==> src/rtl/core/tsb_pkg.sv <==
// shared types and constants of the bilinear texture sampler
`default_nettype none

package tsb_pkg;

	// fixed field widths
	localparam int CHANNEL_BITS    = 16;
	localparam int COORD_FRAC_BITS = 16;
	localparam int COORD_BITS      = COORD_FRAC_BITS + 2;
	localparam int XY_BITS         = 16;
	localparam int DIM_REG_BITS    = 9;
	localparam int OPCODE_BITS     = 2;
	localparam int CFG_INDEX_BITS  = 1;

	// default store size per axis
	localparam int MAX_DIM_DEF = 256;

	// fixed point weight constants
	localparam int WEIGHT_BITS = COORD_FRAC_BITS + 1;
	localparam int HALF_FX     = 1 << (COORD_FRAC_BITS - 1);
	localparam int ONE_FX      = 1 << COORD_FRAC_BITS;

	typedef enum logic [OPCODE_BITS-1:0] {
		OP_WRITE,
		OP_FETCH,
		OP_NEAREST,
		OP_BILINEAR
	} opcode_t;

	typedef enum logic [CFG_INDEX_BITS-1:0] {
		REG_TEX_WIDTH,
		REG_TEX_HEIGHT
	} cfg_reg_t;

	typedef enum logic [2:0] {
		ST_IDLE,
		ST_PROD,
		ST_AXIS,
		ST_ISSUE,
		ST_WAIT1,
		ST_WAIT2,
		ST_FINISH
	} state_t;

	typedef struct packed {
		logic [CHANNEL_BITS-1:0] red;
		logic [CHANNEL_BITS-1:0] green;
		logic [CHANNEL_BITS-1:0] blue;
	} texel_t;

	typedef struct packed {
		logic rd;
		logic wr;
	} mem_cmd_t;

endpackage

`default_nettype wire

==> src/rtl/core/tsb_blend.sv <==
// three-channel linear blend with round half up
`default_nettype none

module tsb_blend (
	input  tsb_pkg::texel_t                  a,
	input  tsb_pkg::texel_t                  b,
	input  logic [tsb_pkg::WEIGHT_BITS-1:0]  w,
	output tsb_pkg::texel_t                  y
);

	localparam int CB = tsb_pkg::CHANNEL_BITS;
	localparam int F  = tsb_pkg::COORD_FRAC_BITS;
	localparam int PW = CB + 1 + tsb_pkg::WEIGHT_BITS + 1;

	logic [2:0][CB-1:0] a_arr;
	logic [2:0][CB-1:0] b_arr;
	logic [2:0][CB-1:0] y_arr;

	assign a_arr = a;
	assign b_arr = b;
	assign y     = y_arr;

	// a + round((b - a) * w), same as a*(1-w) + b*w rounded
	for (genvar c = 0; c < 3; c++) begin : g_chan
		logic signed [PW-1:0] a_x;
		logic signed [PW-1:0] b_x;
		logic signed [PW-1:0] w_x;
		logic signed [PW-1:0] diff;
		logic signed [PW-1:0] prod;
		logic signed [PW-1:0] rnd;
		logic signed [PW-1:0] res;

		assign a_x  = PW'(a_arr[c]);
		assign b_x  = PW'(b_arr[c]);
		assign w_x  = PW'(w);
		assign diff = b_x - a_x;
		assign prod = diff * w_x;
		assign rnd  = (prod + PW'(tsb_pkg::HALF_FX)) >>> F;
		assign res  = a_x + rnd;
		assign y_arr[c] = res[CB-1:0];
	end

endmodule

`default_nettype wire

==> config.mk <==
export PLATFORM = sky130hd
export DESIGN_NAME = tsb_blend
export DESIGN_NICKNAME = d
export VERILOG_FILES = /design/src/rtl/core/tsb_pkg.sv /design/src/rtl/core/tsb_blend.sv
export SDC_FILE = /design/constraint.sdc
export NUM_CORES = 2
export LEC_CHECK = 0
export ABC_AREA = 0
export BUFFER_PORTS_ARGS = -buffer_cell sky130_fd_sc_hd__buf_2
export CAP_MARGIN = 20
export CORE_MARGIN = 2
export CORE_UTILIZATION = 60
export DETAILED_ROUTE_END_ITERATION = 7
export GPL_TIMING_DRIVEN = 1
export PLACE_DENSITY = 0.78
export SLEW_MARGIN = 0
export SYNTH_ARGS = -nofsm -noshare
export SYNTH_HDL_FRONTEND = slang
export SYNTH_SLANG_ARGS = --single-unit
==> constraint.sdc <==
create_clock -name vclk -period 14.78
set_clock_uncertainty 0.1 [all_clocks]
set_input_delay 1.478 -clock vclk [all_inputs]
set_output_delay 1.478 -clock vclk [all_outputs]
set_load 0.01 [all_outputs]
======== Yosys cells after proc, flatten, opt, wreduce, memory -nomap -nowiden ========
Index checks and enable logic that the tools add are counted.
storage, ports and cells
  flip-flop bits (word level) ............. 0
  word-level logic and storage cells ...... 12
  input port bits ......................... 113
operators by class
  $mul .................................... 3
  add/subtract/negate cells ............... 9
operator list
  operator                                         count
  adder 32 x 17 -> 32 bit (second input constant)  3
  multiplier 17 x 18 -> 32 bit                     3
  subtractor 16 x 16 -> 17 bit                     3
  adder 16 bit                                     3

======== Depth between registers and ports, before layout ========
  word-level depth ........................ 4
  gate-level depth with buffers ........... 45
  gate-level depth less buffers ........... 44

======== Worst setup path before layout ========
Ideal clock, no wire load.
  kind .................................... input to output
  start point ............................. input port b[32] in the netlist's numbering
  end point ............................... output port y[47] in the netlist's numbering
  setup slack ............................. 2937 ps
  buffers on the path ..................... 1
  arrival ................................. 10265 ps
  stages .................................. 39
  path through ............................ inv_1 -> ha_1 -> fa_1 -> nor2b_1 -> o31ai_1 -> a21oi_1 -> a311oi_1 -> nor3_1 -> a41o_1 -> nor2_1 -> nor2_1 -> or2_2 -> clkbuf_1 -> nor2_1 -> fa_1 -> fa_1 -> fa_1 -> fa_1 -> (+3 left out) -> inv_1 -> ha_1 -> a21o_1 -> a21oi_1 -> o22ai_1 -> o2111ai_2 -> a31oi_1 -> and4_4 -> or3_1 -> a21oi_1 -> xnor2_1 -> ha_1 -> and3_1 -> a2111oi_0 -> o211ai_1 -> xor2_1 -> xnor2_1 -> xor2_1
RTL lines
  element      line            text
  from (decl)  tsb_blend.sv:6  input tsb_pkg::texel_t b,
  to (decl)    tsb_blend.sv:8  output tsb_pkg::texel_t y

==> impl_metrics.tcl <==
set metrics [dict create \
    status "complete, no violations" \
    critical_path_required_ps 13200 \
    ant_nets 0 \
    overflow 0 \
    grt_usage_pct 27.98 \
    rows 83 \
    setup_violations 0 \
    rsz0062_at_grt "no" \
    cts-resized-gates 0 \
    fp.coreArea_mm2 0.05120 \
    holdBufCountCts 0 \
    path_common_cell "fa_1" \
    hold_viol_final 0 \
    grt_pass1_wl_mm 122.5 \
    synth.area.top_cells "fa_1, ha_1, inv_1, nand2_1, and2_1" \
    mostFrequentLayoutCell "inv_1" \
    route.detailed.drc 0 \
    fin_crit_ps 13000 \
    first_pass_iters 5 \
    startpoint "a[32]" \
    grt_pass1_vias 25370 \
    syn_inst 3614 \
    antenna_found_initial 1 \
    post_cts_buffers 0 \
    synth_warnings 0 \
    synth_top_area_share_pct 43.72 \
    seq_area_frac_synth_pct 0 \
    tightest_slew_ps 1126 \
    yosysTopAreaCell "fa_1" \
    place_congestion 0.8328 \
    worst-setup-path-type "in2out" \
    crit_end "y[47]" \
    grt_max_degree 54 \
    finish.utilization_pct 63.92 \
    dieArea_mm2 0.05358 \
    via_count 23680 \
    drive_above_1_share_pct 7.505 \
    viasPerCell 5.418 \
    maxSlewHeadroom_pct 24.58 \
    die_x_um 231.5 \
    start_util_pct 60.64 \
    max_clock_freq_ghz 0.07691 \
    syn2layout_area_growth_pct 5.408 \
    dpl.hpwl_mm 55.56 \
    synth_fp_nets 4819 \
    maxCapViolCount 0 \
    die_h_um 231.5 \
    final_max_slew_viol_count 0 \
    wirelength_mm 71.07 \
    seqCellArea_um2 0 \
    crit_fanout 10 \
    arrival_ps 11420 \
    start_kind "primary input" \
    hp-class "in2out" \
    pin_count 161 \
    setup.worst_path.end_class "output port" \
    drt_iter0_drc 1144 \
    port_buffers 161 \
    period_share_pct 87.97 \
    max_stage_delay_ps 520 \
    synth_area_per_cell_um2 8.591 \
    syn-cell-area_mm2 0.03105 \
    layout_common_cells "inv_1, fa_1, nand2_1" \
    numSequentialCells 0 \
    nFillCells 4361 \
    avgRoutedWirePerCell_um 16.26 \
    antennaDiodeCount 0 \
    nNetsFinal 4898 \
    finalSetupTns_ps 0 \
    nClkBuffers 0 \
    yosys.cell_types.count 76 \
    crit_path_top_delay_cell "fa_1" \
]
[routing by layer]
metal,vias to the layer above,global-route usage [%],wire length [um]
met5,-,0,0
met1,11860,38.53,30270
met2,758,48.08,34490
li1,10920,-,-
met3,141,2.448,4470
met4,0,6.492,1837
[Yosys cell counts, types with 29 or more instances]
library cell  number
inv_1            884
ha_1             414
nor3_1            39
a21o_1            29
xor2_1            34
o21ai_0           35
a21oi_1           82
nand2_1          477
clkbuf_1         136
nor2_1            90
xnor2_1           98
and2_1           273
fa_1             678
nor2b_1          104
[per-stage QoR]
stage | setup slack [ps] | cell area (um^2) | hold slack (ps) | std cells
after floorplan | 2937 | 31050 | 3007 | 3614
after global placement | 2061 | 32730 | 3199 | 4371
after detailed placement | 1884 | 32730 | 3207 | 4371
after CTS | 1853 | 32730 | 3201 | 4371
after global routing | 1058 | 32730 | 3214 | 4371
final | 1778 | 32730 | 3197 | 4371
[cell type report]
class | count | area [um^2] | area share [%]
multi-input combinational | 2591 | 27340 | 83.54
timing repair buffer | 216 | 1219 | 3.724
tap | 680 | 850.8 | 2.600
inverter | 884 | 3318 | 10.14
[worst min path at each step]
stage | slack [ps] | cells past startpoint | startpoint | to
detailed placement | 3210 | 3 | a[16] | y[16]
finish | 3200 | 3 | a[16] | y[16]
global route | 3210 | 3 | a[16] | y[16]
floorplan | 3010 | 1 | a[0] | y[0]
global placement | 3200 | 3 | a[16] | y[16]
CTS | 3200 | 3 | a[16] | y[16]
[critical path: cells and delay by family]
family	cells	cell delay (ps)
and+or+nand+nor	9	2200
xor gates and xnor gates	4	670
AOI/OAI and AO/OA	12	2630
buffers and inverters	4	350
adders and majority gates	10	4090
[logic make-up (layout without fill, tap and decap cells)]
family,Yosys count,in the layout,share of synthesized area [%]
AOI/OAI and AO/OA,259,259,5.622
adders and majority gates,1092,1092,60.40
and+or+nand+nor,1103,1103,17.60
muxes,2,2,0.06448
xor gates and xnor gates,135,135,3.941
buffers and inverters,1023,1100,12.38
Power is not shown: default switching activity piles up to over one toggle a cycle in this logic, so the estimate is an artifact.
