### config.mk
export PLATFORM = sky130hd
export DESIGN_NAME = tsb_axis
export DESIGN_NICKNAME = d
export VERILOG_FILES = /design/src/rtl/core/tsb_pkg.sv /design/src/rtl/core/tsb_axis.sv
export SDC_FILE = /design/constraint.sdc
export NUM_CORES = 1
export LEC_CHECK = 0
export ABC_AREA = 1
export BUFFER_PORTS_ARGS = -buffer_cell sky130_fd_sc_hd__clkbuf_2
export CAP_MARGIN = 20
export CORE_ASPECT_RATIO = 1.1
export CORE_UTILIZATION = 40
export DETAILED_ROUTE_END_ITERATION = 8
export PLACE_DENSITY_LB_ADDON = 0.05
export RECOVER_POWER = 100
export SLEW_MARGIN = 5
export SYNTH_ARGS = -nofsm -noshare
export SYNTH_HDL_FRONTEND = slang
export SYNTH_SLANG_ARGS = --single-unit
### constraint.sdc
create_clock -name clk -period 6.75 [get_ports clk]
set_input_delay 1.35 -clock clk [delete_from_list [all_inputs] [get_ports clk]]
set_output_delay 1.35 -clock clk [all_outputs]
set_load 0.005 [all_outputs]
### src/rtl/core/tsb_pkg.sv
// shared types and constants of the bilinear texture sampler
`default_nettype none

package tsb_pkg;

	// fixed field widths
	localparam int CHANNEL_BITS    = 16;
	localparam int COORD_FRAC_BITS = 16;
	localparam int COORD_BITS      = COORD_FRAC_BITS + 2;
	localparam int XY_BITS         = 16;
	localparam int DIM_REG_BITS    = 9;
	localparam int OPCODE_BITS     = 2;
	localparam int CFG_INDEX_BITS  = 1;

	// default store size per axis
	localparam int MAX_DIM_DEF = 256;

	// fixed point weight constants
	localparam int WEIGHT_BITS = COORD_FRAC_BITS + 1;
	localparam int HALF_FX     = 1 << (COORD_FRAC_BITS - 1);
	localparam int ONE_FX      = 1 << COORD_FRAC_BITS;

	typedef enum logic [OPCODE_BITS-1:0] {
		OP_WRITE,
		OP_FETCH,
		OP_NEAREST,
		OP_BILINEAR
	} opcode_t;

	typedef enum logic [CFG_INDEX_BITS-1:0] {
		REG_TEX_WIDTH,
		REG_TEX_HEIGHT
	} cfg_reg_t;

	typedef enum logic [2:0] {
		ST_IDLE,
		ST_PROD,
		ST_AXIS,
		ST_ISSUE,
		ST_WAIT1,
		ST_WAIT2,
		ST_FINISH
	} state_t;

	typedef struct packed {
		logic [CHANNEL_BITS-1:0] red;
		logic [CHANNEL_BITS-1:0] green;
		logic [CHANNEL_BITS-1:0] blue;
	} texel_t;

	typedef struct packed {
		logic rd;
		logic wr;
	} mem_cmd_t;

endpackage

`default_nettype wire

### src/rtl/core/tsb_axis.sv
// per-axis coordinate unit: scaled coordinate, corner indices and weight
`default_nettype none

module tsb_axis #(
	parameter int MAX_DIM = tsb_pkg::MAX_DIM_DEF
) (
	input  logic                                clk,
	input  logic                                load,
	input  tsb_pkg::opcode_t                    op,
	input  logic [tsb_pkg::COORD_BITS-1:0]      coord,
	input  logic signed [tsb_pkg::XY_BITS-1:0]  pos,
	input  logic [$clog2(MAX_DIM+1)-1:0]        dim,
	output logic [((MAX_DIM > 1) ? $clog2(MAX_DIM) : 1)-1:0] lo,
	output logic [((MAX_DIM > 1) ? $clog2(MAX_DIM) : 1)-1:0] hi,
	output logic [tsb_pkg::WEIGHT_BITS-1:0]     weight,
	output logic                                oob
);

	localparam int DIM_W = $clog2(MAX_DIM + 1);
	localparam int IDX_W = (MAX_DIM > 1) ? $clog2(MAX_DIM) : 1;
	localparam int F     = tsb_pkg::COORD_FRAC_BITS;
	localparam int PW    = tsb_pkg::COORD_BITS + DIM_W;
	localparam int NW    = PW + 1 - F;
	localparam int XW    = tsb_pkg::XY_BITS;
	localparam int WB    = tsb_pkg::WEIGHT_BITS;

	logic [PW-1:0]    prod_q;
	logic [DIM_W-1:0] dim_m1;
	logic [PW:0]      near_sum;
	logic [NW-1:0]    near_i;
	logic [IDX_W-1:0] near_idx;
	logic             below;
	logic [PW-1:0]    s_val;
	logic [NW-2:0]    i0;
	logic [IDX_W-1:0] lo_b;
	logic [PW-1:0]    w_raw;
	logic [WB-1:0]    w_b;
	logic             pos_neg;
	logic             pos_big;
	logic [IDX_W-1:0] clamp_idx;
	logic [DIM_W:0]   lo_plus;

	// coordinate times texture size
	always_ff @(posedge clk) begin
		if (load) begin
			prod_q <= PW'(coord) * PW'(dim);
		end
	end

	assign dim_m1 = dim - DIM_W'(1);

	// nearest: round half up, clamp to the last texel
	assign near_sum = {1'b0, prod_q} + (PW+1)'(tsb_pkg::HALF_FX);
	assign near_i   = near_sum[PW:F];
	assign near_idx = (near_i >= NW'(dim)) ? IDX_W'(dim_m1) : IDX_W'(near_i);

	// bilinear: shift back half a texel, clamp the corner, keep the fraction
	assign below = prod_q < PW'(tsb_pkg::HALF_FX);
	assign s_val = prod_q - PW'(tsb_pkg::HALF_FX);
	assign i0    = s_val[PW-1:F];
	assign lo_b  = (i0 > (NW-1)'(dim_m1)) ? IDX_W'(dim_m1) : IDX_W'(i0);
	assign w_raw = s_val - (PW'(lo_b) << F);
	assign w_b   = (w_raw > PW'(tsb_pkg::ONE_FX)) ? WB'(tsb_pkg::ONE_FX) : WB'(w_raw);

	// integer coordinate against the texture edge
	assign pos_neg   = pos[XW-1];
	assign pos_big   = !pos_neg && (XW'(pos) >= XW'(dim));
	assign clamp_idx = pos_neg ? '0 : (pos_big ? IDX_W'(dim_m1) : IDX_W'(pos));

	// per-opcode corner selection
	always_comb begin
		lo     = '0;
		weight = '0;
		oob    = 1'b0;
		unique case (op)
			tsb_pkg::OP_WRITE: begin
				lo  = IDX_W'(pos);
				oob = pos_neg || pos_big;
			end
			tsb_pkg::OP_FETCH: begin
				lo = clamp_idx;
			end
			tsb_pkg::OP_NEAREST: begin
				lo = near_idx;
			end
			tsb_pkg::OP_BILINEAR: begin
				if (!below) begin
					lo     = lo_b;
					weight = w_b;
				end
			end
			default: begin
				lo = '0;
			end
		endcase
	end

	// upper corner stays on the last texel
	assign lo_plus = (DIM_W+1)'(lo) + (DIM_W+1)'(1);
	assign hi = (lo_plus < (DIM_W+1)'(dim)) ? IDX_W'(lo_plus) : IDX_W'(dim_m1);

endmodule

`default_nettype wire

After elaboration in Yosys (flattened, before gate mapping)

Index checks and enable logic that the tools add are counted.

$add $sub $neg: 5
Multiply operators: 1
$lt $le $gt $ge: 6
Eq/ne operators: 3
Mux-type cells: 11
Reductions and logical operators: 4

Operator list:

| operator                 | count |
|---|---|
| $mux W17                 | 3 |
| $mux W8                  | 6 |
| $pmux W8 S4              | 1 |
| $add A27 B16 Y28 const B | 1 |
| $gt A27 B17 Y1 const B   | 1 |
| $lt A27 B16 Y1 const B   | 1 |
| $mul A18 B9 Y27          | 1 |
| $sub A27 B16 Y27 const B | 1 |
| $sub A27 B24 Y27         | 1 |
| $ge A16 B9 Y1            | 1 |
| $ge A12 B9 Y1            | 1 |
| $gt A11 B9 Y1            | 1 |
| $add A8 B1 Y9 const B    | 1 |
| $lt A9 B9 Y1             | 1 |
| $sub A9 B1 Y9 const B    | 1 |
| $eq A2 B2 Y1 const B     | 2 |
| $eq A2 B1 Y1 const B     | 1 |
| $logic_not A2 Y1         | 1 |
| $logic_and A1 B1 Y1      | 1 |
| $logic_not A1 Y1         | 1 |
| $logic_or A1 B1 Y1       | 1 |
| $mux W1                  | 1 |

Register bits after elaboration: 27
Input port bits: 47

Depth between registers and ports, before layout

Word-level depth: 8
Gate-level depth with buffers: 40
Depth with buffers taken out: 37

Worst setup path before layout

Ideal clock, no wire load.

Kind: input -> output
Start point: input dim[1]
End point: output hi[6] (netlist name)
Arrival: 5,794 ps
Required time: 5,400 ps
Slack: -394 ps
Stages on the path: 38
Path buffers: 4
Cell sequence: clkbuf_1 > clkbuf_1 > inv_1 > ha_1 > nand2_1 > nor2_1 > xor2_1 > ha_1 > a21o_1 > nor2_1 > nand2_1 > nand2_1 > nand2_1 > nand3_2 > nand2_2 > buf_6 > nand2_2 > o21ai_2 > (+2 left out) > nand2_1 > inv_1 > ha_1 > nand2_1 > nor2_2 > nand3_1 > nor2_1 > ha_1 > nand2_1 > inv_1 > nand3_1 > nor3_1 > nand2_2 > nand2_4 > inv_2 > buf_6 > or2_0 > nand2_1

Word-level cells in the longest chain between the ends: 8
Elaborated cells between the ends (all ways): 14
Classes of those cells: add/sub (2); order compare (4); mux (7); reduce/logical (1)

Ends and longest elaborated chain:

| what                                                 | RTL line                       | text |
|---|---|---|
| start, declared                                      | tsb_axis.sv:12                 | `input logic [$clog2(MAX_DIM+1)-1:0] dim,` |
| $sub A9 B1 Y9 or $ge A16 B9 Y1 (tied branches)       | tsb_axis.sv:50, tsb_axis.sv:67 |  |
| $gt A11 B9 Y1 or $logic_and A1 B1 Y1 (tied branches) | tsb_axis.sv:61, tsb_axis.sv:67 |  |
| $mux W8 (on tied branches)                           | tsb_axis.sv:61, tsb_axis.sv:68 |  |
| $mux W8 (on tied branches)                           | tsb_axis.sv:87, tsb_axis.sv:68 |  |
| $pmux W8 S4 (*)                                      | tsb_axis.sv:75                 | `unique case (op)` |
| net lo, one bit                                      | tsb_axis.sv:13                 | `output logic [((MAX_DIM > 1) ? $clog2(MAX_DIM) : 1)-1:0] lo,` |
| $add A8 B1 Y9 (*)                                    | tsb_axis.sv:99                 | `assign lo_plus = (DIM_W+1)'(lo) + (DIM_W+1)'(1);` |
| $lt A9 B9 Y1                                         | tsb_axis.sv:100                | `assign hi = (lo_plus < (DIM_W+1)'(dim)) ? IDX_W'(lo_plus) : IDX_W'(dim_m1);` |
| $mux W8 (*)                                          | tsb_axis.sv:100                |  |
| end, declared                                        | tsb_axis.sv:14                 | `output logic [((MAX_DIM > 1) ? $clog2(MAX_DIM) : 1)-1:0] hi,` |

Mark *: on every way through the listed nets, which the timed path passes. The rest lies on a longest branch.

Worst setup path after layout

Start point: input dim[1]
End point: output hi[0] (netlist name)

Word-level cells in the longest chain between the ends: 8
Elaborated cells between the ends (all ways): 14
Classes of those cells: add/sub (2); order compare (4); mux (7); reduce/logical (1)

Ends and longest elaborated chain:

| what                                                 | RTL line |
|---|---|
| $sub A9 B1 Y9 or $ge A16 B9 Y1 (tied branches)       | tsb_axis.sv:50, tsb_axis.sv:67 |
| $gt A11 B9 Y1 or $logic_and A1 B1 Y1 (tied branches) | tsb_axis.sv:61, tsb_axis.sv:67 |
| $mux W8 (on tied branches)                           | tsb_axis.sv:61, tsb_axis.sv:68 |
| $mux W8 (on tied branches)                           | tsb_axis.sv:87, tsb_axis.sv:68 |
| $pmux W8 S4                                          | tsb_axis.sv:75 |
| $add A8 B1 Y9                                        | tsb_axis.sv:99 |
| $lt A9 B9 Y1                                         | tsb_axis.sv:100 |
| $mux W8 (*)                                          | tsb_axis.sv:100 |

Every way passes the cells marked *; elsewhere a longest branch is shown, timed or not.

==> results.yml <==
critical_path:
  crit_required_ns: 5.40
  max_stage_delay_ns: 0.27
  start_kind: "input pin"
  critical_path_class: "in -> out"
  end_kind: "output port"
  cpMostUsedCell: "nand2_1"
  cp_data_arrival_time_ns: 5.17
  startpoint: "dim[1]"
  slowest_stage: "ha_1"
  critPathMaxFanout: 7
  crit_end: "hi[0]"
yosys:
  syn_inst: 1211
  synth_cell_type_count: 48
  seq_area_frac_synth_pct: 9.33
  synth.avg_cell_area_um2: 7.17
  synth-main-ff-cell: "edfxtp_1"
  synth.cell_area_um2: 8690
  syn_nets: 1465
  synth-seq-cells: 27
  yosysWarnings: 0
  async_flop_share_pct: 0
  synth_edf_count: 27
layout:
  area_growth_syn_to_layout_pct: 18.2
  final_cell_area_um2: 10300
  instances_no_fill: 1612
  largest_reg_flops: 27
  final_util_pct: 48.2
  nNetsFinal: 1577
  diodes: 0
  n_fill_cell: 2249
  largest_register: "prod_q"
  final_cell_mix: "nand2_1 (316), inv_1 (270), fa_1 (113)"
  layout-drive-gt1-share_pct: 20.0
  largestRegisters: "prod_q (27)"
  final_common_cell: "nand2_1"
placed_design:
  dpl.hpwl_mm: 20.9
  port_buffers: 80
  gp_congestion: 0.902
  dp.cells: 1601
  place_area_um2: 9760
pwr:
  powerDensity_nw_per_um2: 338
  ir_drop_mv: 0.128
  p_leak_uw: 0.00582
clocking:
  clk_pin_slew_ns: 0.06
  cts_htree_levels: 1
  cts_buffer_depth: 2
  tritoncts: "done"
  cts.sinks: 27
  cts_root_buffer: "clkbuf_16"
  cts_buffers: 3
global_routing:
  grt_max_degree: 28
  grt_pass1_wl_mm: 40.1
  gr-total-overflow: 0
  track_usage_pct: 23.2
  grt_pass1_vias: 8064
  antenna_found_initial: 0
floorplanning:
  die_area_um2: 22300
  core_um2: 21300
  initial_core_util_pct: 40.8
  num_rows: 56
  die_h_um: 157
  io_pins: 81
  chipWidth_um: 143
route:
  antenna_left: 0
  drc: 0
  dr.pass1.iters: 5
  vias: 7770
  first_iter_violations: 267
  drt_wl_total_mm: 24.7
  avgRoutedWirePerCell_um: 15.3
  via_per_inst: 4.82
timing:
  relSlewSlack_pct: 6.03
  slew_violations: 0
  rsz0062_at_grt: "true"
  fin_crit_sh_pct: 96.6
  setup_viol: 0
  timing.fmax_mhz: 153
  hold_viol: 0
  finalCriticalPeriod_ns: 6.52
  worstMarginPinSlew_ns: 1.41
hold_path:
  hold_path.startpoint: "coord[0]"
  hp-class: "in -> reg"
run_status:
  status: "finished clean"
job:
  max-cap-violations: 0
-- per-layer routing --
metal	vias to the layer above	wire length [um]	GRT usage, %
met3	32	547	0.704
met4	0	808	7.99
met2	121	13400	45.5
met5	-	0	0
met1	3723	10000	26.8
li1	3894	-	-
-- how the worst min path moves through the flow --
| stage | to | slack (ns) | depth (start not counted) |
|---|---|---|---|
| finish | prod_q[0]$_DFFE_PP_ | 1.59 | 3 |
| global route | prod_q[0]$_DFFE_PP_ | 1.61 | 3 |
| CTS | prod_q[0]$_DFFE_PP_ | 1.62 | 3 |
| detailed placement | prod_q[0]$_DFFE_PP_ | 1.89 | 3 |
| global placement | prod_q[0]$_DFFE_PP_ | 1.89 | 3 |
| floorplan | prod_q[0]$_DFFE_PP_ | 1.46 | 0 |
-- synthesized netlist by cell type, types with 2 or more instances --
cell type	n	area (um2)
nand2_1	328	1230
inv_1	276	1040
fa_1	114	2280
ha_1	93	1160
nor2_1	63	236
nand3_1	56	280
xor2_1	37	324
a21oi_1	36	180
clkbuf_1	34	128
edfxtp_1	27	811
o21ai_0	20	100
nand4_1	17	106
nand2_2	9	56.3
xnor2_1	8	70.1
inv_2	7	26.3
nor3_1	7	35.0
o21bai_1	7	52.6
nor2_2	5	31.3
nor2_4	5	56.3
a31oi_1	4	25.0
buf_6	4	45.0
nand3b_1	4	30.0
nor4_1	4	25.0
o211ai_1	4	30.0
or2_2	4	25.0
nand3_2	3	30.0
o2111ai_1	3	26.3
o21ai_1	3	15.0
a211oi_1	2	15.0
a21o_1	2	15.0
and2_1	2	12.5
buf_1	2	7.51
buf_2	2	10.0
o21ai_2	2	17.5
o22ai_1	2	12.5
o31ai_1	2	15.0
or2_0	2	12.5
-- worst max-delay path, delay by kind of cell --
kind                       cells  cell delay, ns
AOI/OAI and AO/OA              4            0.65
and+or+nand+nor               18            1.52
xor gates and xnor gates       1            0.16
adders and majority gates      4            0.82
buffers and inverters          7            0.64
-- cell type report --
cell class | count | area, um2 | share of cell area (%)
multi-input cells | 858 | 6970 | 67.9
inverters | 284 | 1090 | 10.6
repair buffers | 149 | 953 | 9.29
flip-flops and latches | 27 | 811 | 7.90
well taps | 290 | 363 | 3.53
clock buffers | 3 | 75.1 | 0.731
clock inverters | 1 | 7.51 | 0.0731
-- stage by stage --
stage	setup slack (ns)	hold WS (ns)	setup TNS (ns)	total power, uW
global route	-0.0578	1.61	-0.990	3900
floorplan	0.000993	1.46	0	2440
global placement	-0.0394	1.89	-0.210	3230
finish	0.231	1.59	0	3470
detailed placement	-0.0964	1.89	-0.682	3230
CTS	0.00152	1.62	0	3390
-- power breakdown --
part / total [uW] / leakage [uW] / switching [uW] / internal, uW
Combinational: 2880 / 0.00552 / 1750 / 1130
Clock: 133 / 0.0000371 / 52.3 / 80.4
Sequential: 453 / 0.000264 / 88.0 / 365
Total: 3470 / 0.00582 / 1890 / 1580
-- repair_timing --
| item | 4_1_cts | 5_1_grt |
|---|---|---|
| gates cloned | 0 | 1 |
| setup endpoints to repair | 8 | 24 |
| setup buffers | 1 | 5 |
| hold buffers | 0 | 0 |
| pin swaps | 6 | 30 |
| gates resized for setup | 10 | 115 |
-- cell families (layout without fill, tap and decap cells) --
| family | Yosys count | after routing | share of synthesized area, % |
|---|---|---|---|
| buffers and inverters | 326 | 437 | 14.5 |
| AND/OR/NAND/NOR | 514 | 514 | 25.6 |
| AO/OA/AOI/OAI | 92 | 92 | 6.38 |
| flip-flops | 27 | 27 | 9.33 |
| XOR/XNOR | 45 | 45 | 4.54 |
| adder cells (fa/ha/maj) | 207 | 207 | 39.7 |
(Power assumes the default switching activity.)
